### src/sv/hrr_pkg.sv
// hrr_pkg: shared types and constants of the hermite ratio resampler
// used by hrr_ctrl, hrr_datapath and hermite_ratio_resampler; no dependencies
package hrr_pkg;

   localparam int LEN_W      = 24;
   localparam int CSR_ADDR_W = 2;

   localparam logic [LEN_W-1:0] LEN_MAX = {LEN_W{1'b1}};

   // configuration register indexes
   localparam logic [CSR_ADDR_W-1:0] REG_STEP_RATIO    = 2'd0;
   localparam logic [CSR_ADDR_W-1:0] REG_SOURCE_LENGTH = 2'd1;

   // what the accumulator takes in one cycle
   typedef enum logic [2:0] {
      ACC_HOLD,
      ACC_LOAD_A2,
      ACC_MUL_SUB_B2,
      ACC_MUL_ADD_C2,
      ACC_MUL_ADD_X0
   } acc_sel_type;

   typedef struct packed {
      logic        load;
      acc_sel_type acc_sel;
      logic        emit;
   } cmd_type;

   typedef struct packed {
      logic active;
      logic pos_zero;
      logic slot_free;
   } status_type;

endpackage

### src/sv/hrr_ctrl.sv
// hrr_ctrl: sequencer of the resampler, one item in flight at a time
// drives hrr_datapath through hrr_pkg::cmd_type, reads hrr_pkg::status_type
module hrr_ctrl (
   input  logic               clock,
   input  logic               reset,
   input  logic               req_valid,
   output logic               req_ready,
   input  hrr_pkg::status_type status,
   output hrr_pkg::cmd_type    cmd
);

   typedef enum logic [2:0] {
      ST_IDLE,
      ST_CHECK,
      ST_MUL_A,
      ST_MUL_B,
      ST_MUL_C,
      ST_EMIT
   } state_type;

   state_type state_ff, state_in;

   assign req_ready = (state_ff == ST_IDLE);

   always_comb begin
      state_in    = state_ff;
      cmd.load    = 1'b0;
      cmd.acc_sel = hrr_pkg::ACC_HOLD;
      cmd.emit    = 1'b0;
      unique case (state_ff)
         ST_IDLE: begin
            if (req_valid) begin
               cmd.load = 1'b1;
               state_in = ST_CHECK;
            end
         end
         ST_CHECK: begin
            if (!status.active) begin
               state_in = ST_IDLE;
            end else if (status.pos_zero) begin
               // position zero gives a zero sample, no interpolation
               state_in = ST_EMIT;
            end else begin
               cmd.acc_sel = hrr_pkg::ACC_LOAD_A2;
               state_in    = ST_MUL_A;
            end
         end
         ST_MUL_A: begin
            cmd.acc_sel = hrr_pkg::ACC_MUL_SUB_B2;
            state_in    = ST_MUL_B;
         end
         ST_MUL_B: begin
            cmd.acc_sel = hrr_pkg::ACC_MUL_ADD_C2;
            state_in    = ST_MUL_C;
         end
         ST_MUL_C: begin
            cmd.acc_sel = hrr_pkg::ACC_MUL_ADD_X0;
            state_in    = ST_EMIT;
         end
         ST_EMIT: begin
            if (status.slot_free) begin
               cmd.emit = 1'b1;
               state_in = ST_CHECK;
            end
         end
         default: state_in = ST_IDLE;
      endcase
   end

   always_ff @(posedge clock) begin
      if (reset) begin
         state_ff <= ST_IDLE;
      end else begin
         state_ff <= state_in;
      end
   end

endmodule

### src/sv/hrr_datapath.sv
// hrr_datapath: sample window, phase and position, shared horner multiplier,
// output register; commanded by hrr_ctrl, types from hrr_pkg
module hrr_datapath #(
   parameter int SAMPLE_BITS = 16,
   parameter int PHASE_BITS  = 16
) (
   input  logic                          clock,
   input  logic                          reset,
   input  hrr_pkg::cmd_type              cmd,
   output hrr_pkg::status_type           status,
   input  logic signed [SAMPLE_BITS-1:0] req_sample,
   input  logic                          req_first,
   input  logic [PHASE_BITS+1:0]         ratio,
   input  logic [hrr_pkg::LEN_W-1:0]     length,
   output logic                          rsp_valid,
   input  logic                          rsp_ready,
   output logic signed [SAMPLE_BITS-1:0] rsp_sample,
   output logic                          rsp_last,
   output logic                          rsp_finished
);

   localparam int LW = hrr_pkg::LEN_W;
   localparam int AW = SAMPLE_BITS + 8;

   logic signed [SAMPLE_BITS-1:0] win_ff [4];
   logic [PHASE_BITS-1:0] phase_ff;
   logic [LW-1:0]         pos_ff;
   logic [LW-1:0]         rcv_ff;
   logic                  done_ff;
   logic signed [AW-1:0]  acc_ff, acc_in;

   logic                          out_valid_ff;
   logic signed [SAMPLE_BITS-1:0] out_sample_ff;
   logic                          out_last_ff;
   logic                          out_fin_ff;

   // coefficients, all exact
   logic signed [AW-1:0] xm1, x0, x1, x2, c2, v2, w2, a2, b2, two_x0;
   logic signed [AW+PHASE_BITS:0] prod;
   logic signed [AW+PHASE_BITS:0] prod_sh;
   logic signed [AW-1:0] mul_term;
   logic signed [AW-1:0] rnd;
   logic [AW-SAMPLE_BITS:0] rnd_top;
   logic signed [SAMPLE_BITS-1:0] sat;

   logic [PHASE_BITS+2:0] phase_sum;
   logic [LW-1:0]         pos_next;
   logic                  done_next;
   logic                  more_next;
   logic                  active;

   assign xm1    = AW'(win_ff[0]);
   assign x0     = AW'(win_ff[1]);
   assign x1     = AW'(win_ff[2]);
   assign x2     = AW'(win_ff[3]);
   assign c2     = x1 - xm1;
   assign v2     = (x0 - x1) <<< 1;
   assign w2     = c2 + v2;
   assign a2     = w2 + v2 + (x2 - x0);
   assign b2     = w2 + a2;
   assign two_x0 = x0 <<< 1;

   // floor(acc * phase / 2^PHASE_BITS)
   assign prod     = acc_ff * signed'({1'b0, phase_ff});
   assign prod_sh  = prod >>> PHASE_BITS;
   assign mul_term = prod_sh[AW-1:0];

   always_comb begin
      unique case (cmd.acc_sel)
         hrr_pkg::ACC_LOAD_A2:    acc_in = a2;
         hrr_pkg::ACC_MUL_SUB_B2: acc_in = mul_term - b2;
         hrr_pkg::ACC_MUL_ADD_C2: acc_in = mul_term + c2;
         hrr_pkg::ACC_MUL_ADD_X0: acc_in = mul_term + two_x0;
         default:                 acc_in = acc_ff;
      endcase
   end

   // round half up, then clamp to the sample range
   assign rnd     = (acc_ff + AW'(1)) >>> 1;
   assign rnd_top = rnd[AW-1:SAMPLE_BITS-1];
   always_comb begin
      if (rnd_top == '0 || rnd_top == '1) begin
         sat = rnd[SAMPLE_BITS-1:0];
      end else if (rnd[AW-1]) begin
         sat = {1'b1, {(SAMPLE_BITS-1){1'b0}}};
      end else begin
         sat = {1'b0, {(SAMPLE_BITS-1){1'b1}}};
      end
   end

   assign phase_sum = (PHASE_BITS+3)'(phase_ff) + (PHASE_BITS+3)'(ratio);
   assign pos_next  = pos_ff + LW'(phase_sum[PHASE_BITS+2:PHASE_BITS]);
   assign done_next = (({1'b0, pos_next} + (LW+1)'(8)) >= {1'b0, length});
   assign more_next = !done_next && ({1'b0, rcv_ff} == {1'b0, pos_next} + (LW+1)'(3));

   assign active = !done_ff && ({1'b0, rcv_ff} == {1'b0, pos_ff} + (LW+1)'(3));

   assign status.active    = active;
   assign status.pos_zero  = (pos_ff == '0);
   assign status.slot_free = !out_valid_ff || rsp_ready;

   always_ff @(posedge clock) begin
      if (reset) begin
         for (int i = 0; i < 4; i++) begin
            win_ff[i] <= '0;
         end
         phase_ff <= '0;
         pos_ff   <= '0;
         rcv_ff   <= '0;
         done_ff  <= 1'b0;
      end else if (cmd.load) begin
         if (req_first) begin
            win_ff[0] <= '0;
            win_ff[1] <= '0;
            win_ff[2] <= '0;
            phase_ff  <= '0;
            pos_ff    <= '0;
            rcv_ff    <= LW'(1);
            done_ff   <= 1'b0;
         end else begin
            win_ff[0] <= win_ff[1];
            win_ff[1] <= win_ff[2];
            win_ff[2] <= win_ff[3];
            if (rcv_ff != hrr_pkg::LEN_MAX) begin
               rcv_ff <= rcv_ff + LW'(1);
            end
         end
         win_ff[3] <= req_sample;
      end else if (cmd.emit) begin
         phase_ff <= phase_sum[PHASE_BITS-1:0];
         pos_ff   <= pos_next;
         done_ff  <= done_next;
      end
   end

   always_ff @(posedge clock) begin
      acc_ff <= acc_in;
      if (cmd.emit) begin
         out_sample_ff <= (pos_ff == '0) ? '0 : sat;
         out_last_ff   <= !more_next;
         out_fin_ff    <= done_next;
      end
   end

   always_ff @(posedge clock) begin
      if (reset) begin
         out_valid_ff <= 1'b0;
      end else if (cmd.emit) begin
         out_valid_ff <= 1'b1;
      end else if (rsp_ready) begin
         out_valid_ff <= 1'b0;
      end
   end

   assign rsp_valid    = out_valid_ff;
   assign rsp_sample   = out_sample_ff;
   assign rsp_last     = out_last_ff;
   assign rsp_finished = out_fin_ff;

   a_emit_when_active: assert property (@(posedge clock) disable iff (reset)
      cmd.emit |-> active && status.slot_free)
      else $error("item emitted outside the output loop or onto a full slot");

   a_load_when_quiet: assert property (@(posedge clock) disable iff (reset)
      cmd.load |-> !active)
      else $error("new item taken while outputs were still due");

   a_last_ends_loop: assert property (@(posedge clock) disable iff (reset)
      cmd.emit && !more_next |=> !active)
      else $error("loop continues after an item marked last");

endmodule

### src/sv/hermite_ratio_resampler.sv
// Fractional-ratio resampler with a 4-point cubic Hermite interpolator. Source
// samples come in on req_, interpolated samples go out on rsp_; each input item
// yields zero or more result items, the last of them marked by rsp_tlast.
// One item is worked on at a time: an input is accepted in ST_IDLE, ST_CHECK
// decides whether an output is due, and each interpolated output then passes
// ST_MUL_A, ST_MUL_B, ST_MUL_C and ST_EMIT (3 horner steps through one shared
// multiplier, then round and hand-off, stalled until the output slot is free);
// a zero-position output skips to ST_EMIT. A finished result waits in an
// output register while the next input is accepted.
module hermite_ratio_resampler #(
   parameter int SAMPLE_BITS = 16,
   parameter int PHASE_BITS  = 16
) (
   input  logic clock,
   input  logic reset,
   // tdata: sample_in
   input  logic [((SAMPLE_BITS+7)/8)*8-1:0] req_tdata,
   // tuser: first_of_table
   input  logic                             req_tuser,
   input  logic                             req_tvalid,
   output logic                             req_tready,
   // tdata: sample_out
   output logic [((SAMPLE_BITS+7)/8)*8-1:0] rsp_tdata,
   output logic                             rsp_tlast,
   // tuser: finished
   output logic                             rsp_tuser,
   output logic                             rsp_tvalid,
   input  logic                             rsp_tready,
   input  logic                             csr_we,
   input  logic [hrr_pkg::CSR_ADDR_W-1:0]   csr_addr,
   input  logic [((PHASE_BITS+2 > hrr_pkg::LEN_W) ? PHASE_BITS+2 : hrr_pkg::LEN_W)-1:0]
                                            csr_wdata
);

   localparam int RW = PHASE_BITS + 2;
   localparam int LW = hrr_pkg::LEN_W;
   localparam logic [RW-1:0] RATIO_ONE = RW'(1) << PHASE_BITS;
   localparam logic [RW-1:0] RATIO_MIN = RW'(1) << (PHASE_BITS - 6);

   logic [RW-1:0] ratio_ff;
   logic [LW-1:0] length_ff;
   logic [RW-1:0] ratio_eff;

   hrr_pkg::cmd_type    cmd;
   hrr_pkg::status_type status;

   logic signed [SAMPLE_BITS-1:0] out_sample;

   always_ff @(posedge clock) begin
      if (reset) begin
         ratio_ff  <= RATIO_ONE;
         length_ff <= hrr_pkg::LEN_MAX;
      end else if (csr_we) begin
         unique case (csr_addr)
            hrr_pkg::REG_STEP_RATIO:    ratio_ff  <= csr_wdata[RW-1:0];
            hrr_pkg::REG_SOURCE_LENGTH: length_ff <= csr_wdata[LW-1:0];
            default: ;
         endcase
      end
   end

   // ratios below 1/64 run as 1/64
   assign ratio_eff = (ratio_ff < RATIO_MIN) ? RATIO_MIN : ratio_ff;

   hrr_ctrl u_ctrl (
      .clock     (clock),
      .reset     (reset),
      .req_valid (req_tvalid),
      .req_ready (req_tready),
      .status    (status),
      .cmd       (cmd)
   );

   hrr_datapath #(
      .SAMPLE_BITS (SAMPLE_BITS),
      .PHASE_BITS  (PHASE_BITS)
   ) u_datapath (
      .clock        (clock),
      .reset        (reset),
      .cmd          (cmd),
      .status       (status),
      .req_sample   (req_tdata[SAMPLE_BITS-1:0]),
      .req_first    (req_tuser),
      .ratio        (ratio_eff),
      .length       (length_ff),
      .rsp_valid    (rsp_tvalid),
      .rsp_ready    (rsp_tready),
      .rsp_sample   (out_sample),
      .rsp_last     (rsp_tlast),
      .rsp_finished (rsp_tuser)
   );

   always_comb begin
      rsp_tdata                = '0;
      rsp_tdata[SAMPLE_BITS-1:0] = out_sample;
   end

endmodule
### config.mk
export PLATFORM = sky130hd
export DESIGN_NAME = hermite_ratio_resampler
export DESIGN_NICKNAME = d
export VERILOG_FILES = /design/src/sv/hrr_pkg.sv /design/src/sv/hrr_ctrl.sv /design/src/sv/hrr_datapath.sv /design/src/sv/hermite_ratio_resampler.sv
export SDC_FILE = /design/constraint.sdc
export NUM_CORES = 2
export LEC_CHECK = 0
export BUFFER_PORTS_ARGS = -buffer_cell sky130_fd_sc_hd__buf_4
export CAP_MARGIN = 15
export CORE_UTILIZATION = 29
export DETAILED_ROUTE_END_ITERATION = 16
export MAX_ROUTING_LAYER = met4
export PLACE_DENSITY = 0.44
export SYNTH_ARGS = -nofsm -noshare
export SYNTH_HDL_FRONTEND = slang
export SYNTH_SLANG_ARGS = --single-unit
### constraint.sdc
create_clock -name clock -period 9.1 [get_ports clock]
set_input_delay 0.91 -clock clock [delete_from_list [all_inputs] [get_ports clock]]
set_output_delay 0.91 -clock clock [all_outputs]
set_load 0.01 [all_outputs]
==> qor.tcl <==
set qor(crit_top_cell) {fa_1}
set qor(total_leakage_power_nw) 19.9
set qor(run_status) {complete, no violations}
set qor(floorplan.initialDensity_pct) 29.3
set qor(fin_hold_viols) 0
set qor(cts_tree) {yes}
set qor(worst_setup_hold_path_clk_slew_ns) 0.07
set qor(worstHoldPathType) {flop to flop}
set qor(highest-signal-layer) {met4}
set qor(clkLatencyLatePin_ns) 0.63
set qor(synthesis.instances) 4035
set qor(grt_first_pass_wirelength_microns) 167000
set qor(drt_first_pass_iters) 6
set qor(cap_viol_max_count) 0
set qor(total_power_mw) 15.1
set qor(synth-warning-count) 0
set qor(layout.cells.non_filler) 6017
set qor(yosys-top-cells-count) {inv_1, nand2_1, fa_1}
set qor(fillCellCount) 12100
set qor(gp_congestion) 0.870
set qor(synth.top_cells.by_area) {fa_1, ha_1, edfxtp_1}
set qor(cp_data_arrival_time_ns) 9.49
set qor(worst-endpoint-required_ns) 9.49
set qor(routed_wl_microns) 107000
set qor(dieHeight_microns) 345
set qor(synthArstFlopShare_pct) 0
set qor(detailed_route_wirelength_on_metal2_microns) 47200
set qor(timing.reg2reg.worst_path_depth) 41
set qor(vias_in_the_first_global_route) 29000
set qor(syn-cell-area_sq_um) 34200
set qor(cp_slowest_stage_delay_ns) 0.57
set qor(dieArea_sq_um) 119000
set qor(netlist.top_cell.by_area) {fa_1}
set qor(route.detailed.drc) 0
set qor(drt_iter0_drc) 1631
set qor(syn2layout_area_growth_pct) 22.8
set qor(min_period_ns) 9.10
set qor(timing.setup.tns_ns) 0
set qor(total_cell_area_at_the_placement_stage_sq_um) 39600
set qor(detailed_placement_hpwl_microns) 89200
set qor(final_area_sq_um) 42000
set qor(design.core.area_sq_um) 117000
set qor(drt-vias-per-instance) 4.71
set qor(synthMostInstantiatedCell) {inv_1}
set qor(cts_buffers) 30
set qor(grt-ovfl-total) 0
set qor(grt_max_degree) 85
set qor(netlist-cell-type-count) 88
set qor(clockRootBuffer) {clkbuf_16}
set qor(post_route_utilization_pct) 36.1
set qor(ctsHoldBuffers) 0
set qor(critPathMaxFanout) 4
set qor(vias) 28300
set qor(power_per_cell_area_nw_per_um2) 359
set qor(worstSetupPathType) {flop to flop}
set qor(routed-wl-met3_microns) 4040
set qor(grt_antenna_before_repair) 0
set qor(timing.final.setup_violations) 0
set qor(synth-seq-area-share_pct) 15.3
set qor(critical_path.endpoint_type) {flop}
set qor(post_synthesis_net_count) 4801
set qor(slew-limit-headroom_pct) 29.5
set qor(grt_use_total_pct) 18.3
set qor(port_buffers) 67
set qor(post_route_cells_drive_above_1_share_pct) 18.8
set qor(hold_depth) 2
set qor(finalClockSkew_ns) 0.0283
set qor(wire_per_inst_microns) 17.8
set qor(post_synth_edffs) 90
set qor(route.layer.met1.wl_microns) 53600
set qor(design.portCount) 68
set qor(setup_crit_start_kind) {flop}
set qor(cts-root-to-sink-buffers) 3
set qor(h-tree-depth) 1
set qor(final_antenna_net_count) 0
set qor(dpl.cell_count) 5912
set qor(num-nets-final) 5233
set qor(yosys_register_bits) 217
set qor(dominantRegCellSynth) {dfxtp_1}
set qor(vdd_drop_max_v) 0.000604
set qor(clock_sinks) 217
set qor(slew_violations) 0
set qor(max_freq_ghz) 0.110
set qor(yosysTopAreaCellShare_pct) 24.7
set qor(worst_path_max_delay_cell) {fa_1}
set qor(max_slew.worst_pin.slew_ns) 1.05
set qor(num_rows) 125
set qor(dieWidth_microns) 345
set qor(syn_avg_cell_area_sq_um) 8.47
set qor(final_min_period_over_clock_period_pct) 100
set qor(grt_setup_unrepaired) {yes}
## routing by layer
| layer | GRT usage [%] | up-vias |
|---|---|---|
| li1 | - | 14000 |
| met1 | 26.1 | 13900 |
| met2 | 28.0 | 405 |
| met3 | 1.84 | 98 |
| met4 | 4.03 | 0 |
| met5 | - | - |
## cell families (layout without fill, tap and decap cells)
group | count (synthesis) | after routing | synth area share, %
flops | 217 | 217 | 15.3
compound gates | 653 | 653 | 12.5
mux | 10 | 10 | 0.304
fa+ha+maj | 718 | 718 | 35.5
xor+xnor | 340 | 340 | 8.99
other cells | 0 | 2 | 0
simple gates | 1237 | 1237 | 17.8
buf+inv | 860 | 1316 | 9.53
## cell usage in the layout (no fill, tap or decap), types with 120 or more instances in the layout
| master | n |
|---|---|
| a21oi_1 | 169 |
| and2_1 | 175 |
| buf_4 | 549 |
| dfxtp_1 | 120 |
| fa_1 | 410 |
| ha_1 | 279 |
| inv_1 | 658 |
| nand2_1 | 412 |
| nor2_1 | 246 |
| xnor2_1 | 200 |
## final timing paths
| path | start | endpoint | slack (ns) |
|---|---|---|---|
| setup / recovery | u_datapath.acc_ff[9]$_DFFE_PP_ | u_datapath.acc_ff[16]$_DFFE_PP_ | 0.002 |
| hold reg to reg | ratio_ff[0]$_SDFFE_PP0P_ | ratio_ff[0]$_SDFFE_PP0P_ | 0.45 |
| hold / removal | ratio_ff[0]$_SDFFE_PP0P_ | ratio_ff[0]$_SDFFE_PP0P_ | 0.45 |
| setup reg to reg | u_datapath.acc_ff[9]$_DFFE_PP_ | u_datapath.acc_ff[16]$_DFFE_PP_ | 0.002 |
## registers in the layout, indices dropped and copies added (netlist names)
| name | flops |
|---|---|
| u_datapath.win_ff | 64 |
| length_ff | 24 |
| u_datapath.acc_ff | 24 |
| u_datapath.pos_ff | 24 |
| u_datapath.rcv_ff | 24 |
| ratio_ff | 18 |
| u_datapath.phase_ff | 16 |
| u_datapath.rsp_sample | 16 |
| u_ctrl.state_ff | 3 |
| u_datapath.done_ff | 1 |
| u_datapath.rsp_finished | 1 |
| u_datapath.rsp_last | 1 |
| u_datapath.rsp_valid | 1 |
## power breakdown
group	internal (mW)	total, mW	switching (mW)
clock	0.673	1.19	0.519
combinational	6.09	12.7	6.61
sequential	1.16	1.18	0.0199
total	7.92	15.1	7.15
## worst max-delay path: cells and delay by family (launching register included)
kind	cells	cell delay (ns)
AOI/OAI and AO/OA	16	2.71
and+or+nand+nor	5	0.61
adders and majority gates	9	4.08
DFF	1	0.48
buffers and inverters	9	0.67
xor gates and xnor gates	2	0.31
## metrics by stage
step / setup slack [ns] / hold slack, ns
2_1_floorplan: -0.00306 / 0.432
3_3_place_gp: -0.955 / 0.439
3_5_place_dp: -0.959 / 0.445
4_1_cts: -0.0109 / 0.451
5_1_grt: -0.451 / 0.465
6_report: 0.00150 / 0.449
## area by class of cell
| type | count | area (sq um) | share of cell area (%) |
|---|---|---|---|
| multi-input combinational | 2958 | 26600 | 63.4 |
| sequential | 217 | 5270 | 12.5 |
| tap | 1524 | 1910 | 4.54 |
| antenna | 2 | 5.00 | 0.0119 |
| timing repair buffer | 586 | 4680 | 11.1 |
| clock buffer | 41 | 873 | 2.08 |
| clock inverter | 15 | 108 | 0.256 |
| inverter | 674 | 2530 | 6.02 |
## what timing repair did
item	CTS	global route
resized for setup	113	119
setup endpoints to repair	20	17
setup buffers	25	24
pin swaps	84	78
cloned	1	0
(Power assumes the default switching activity.)
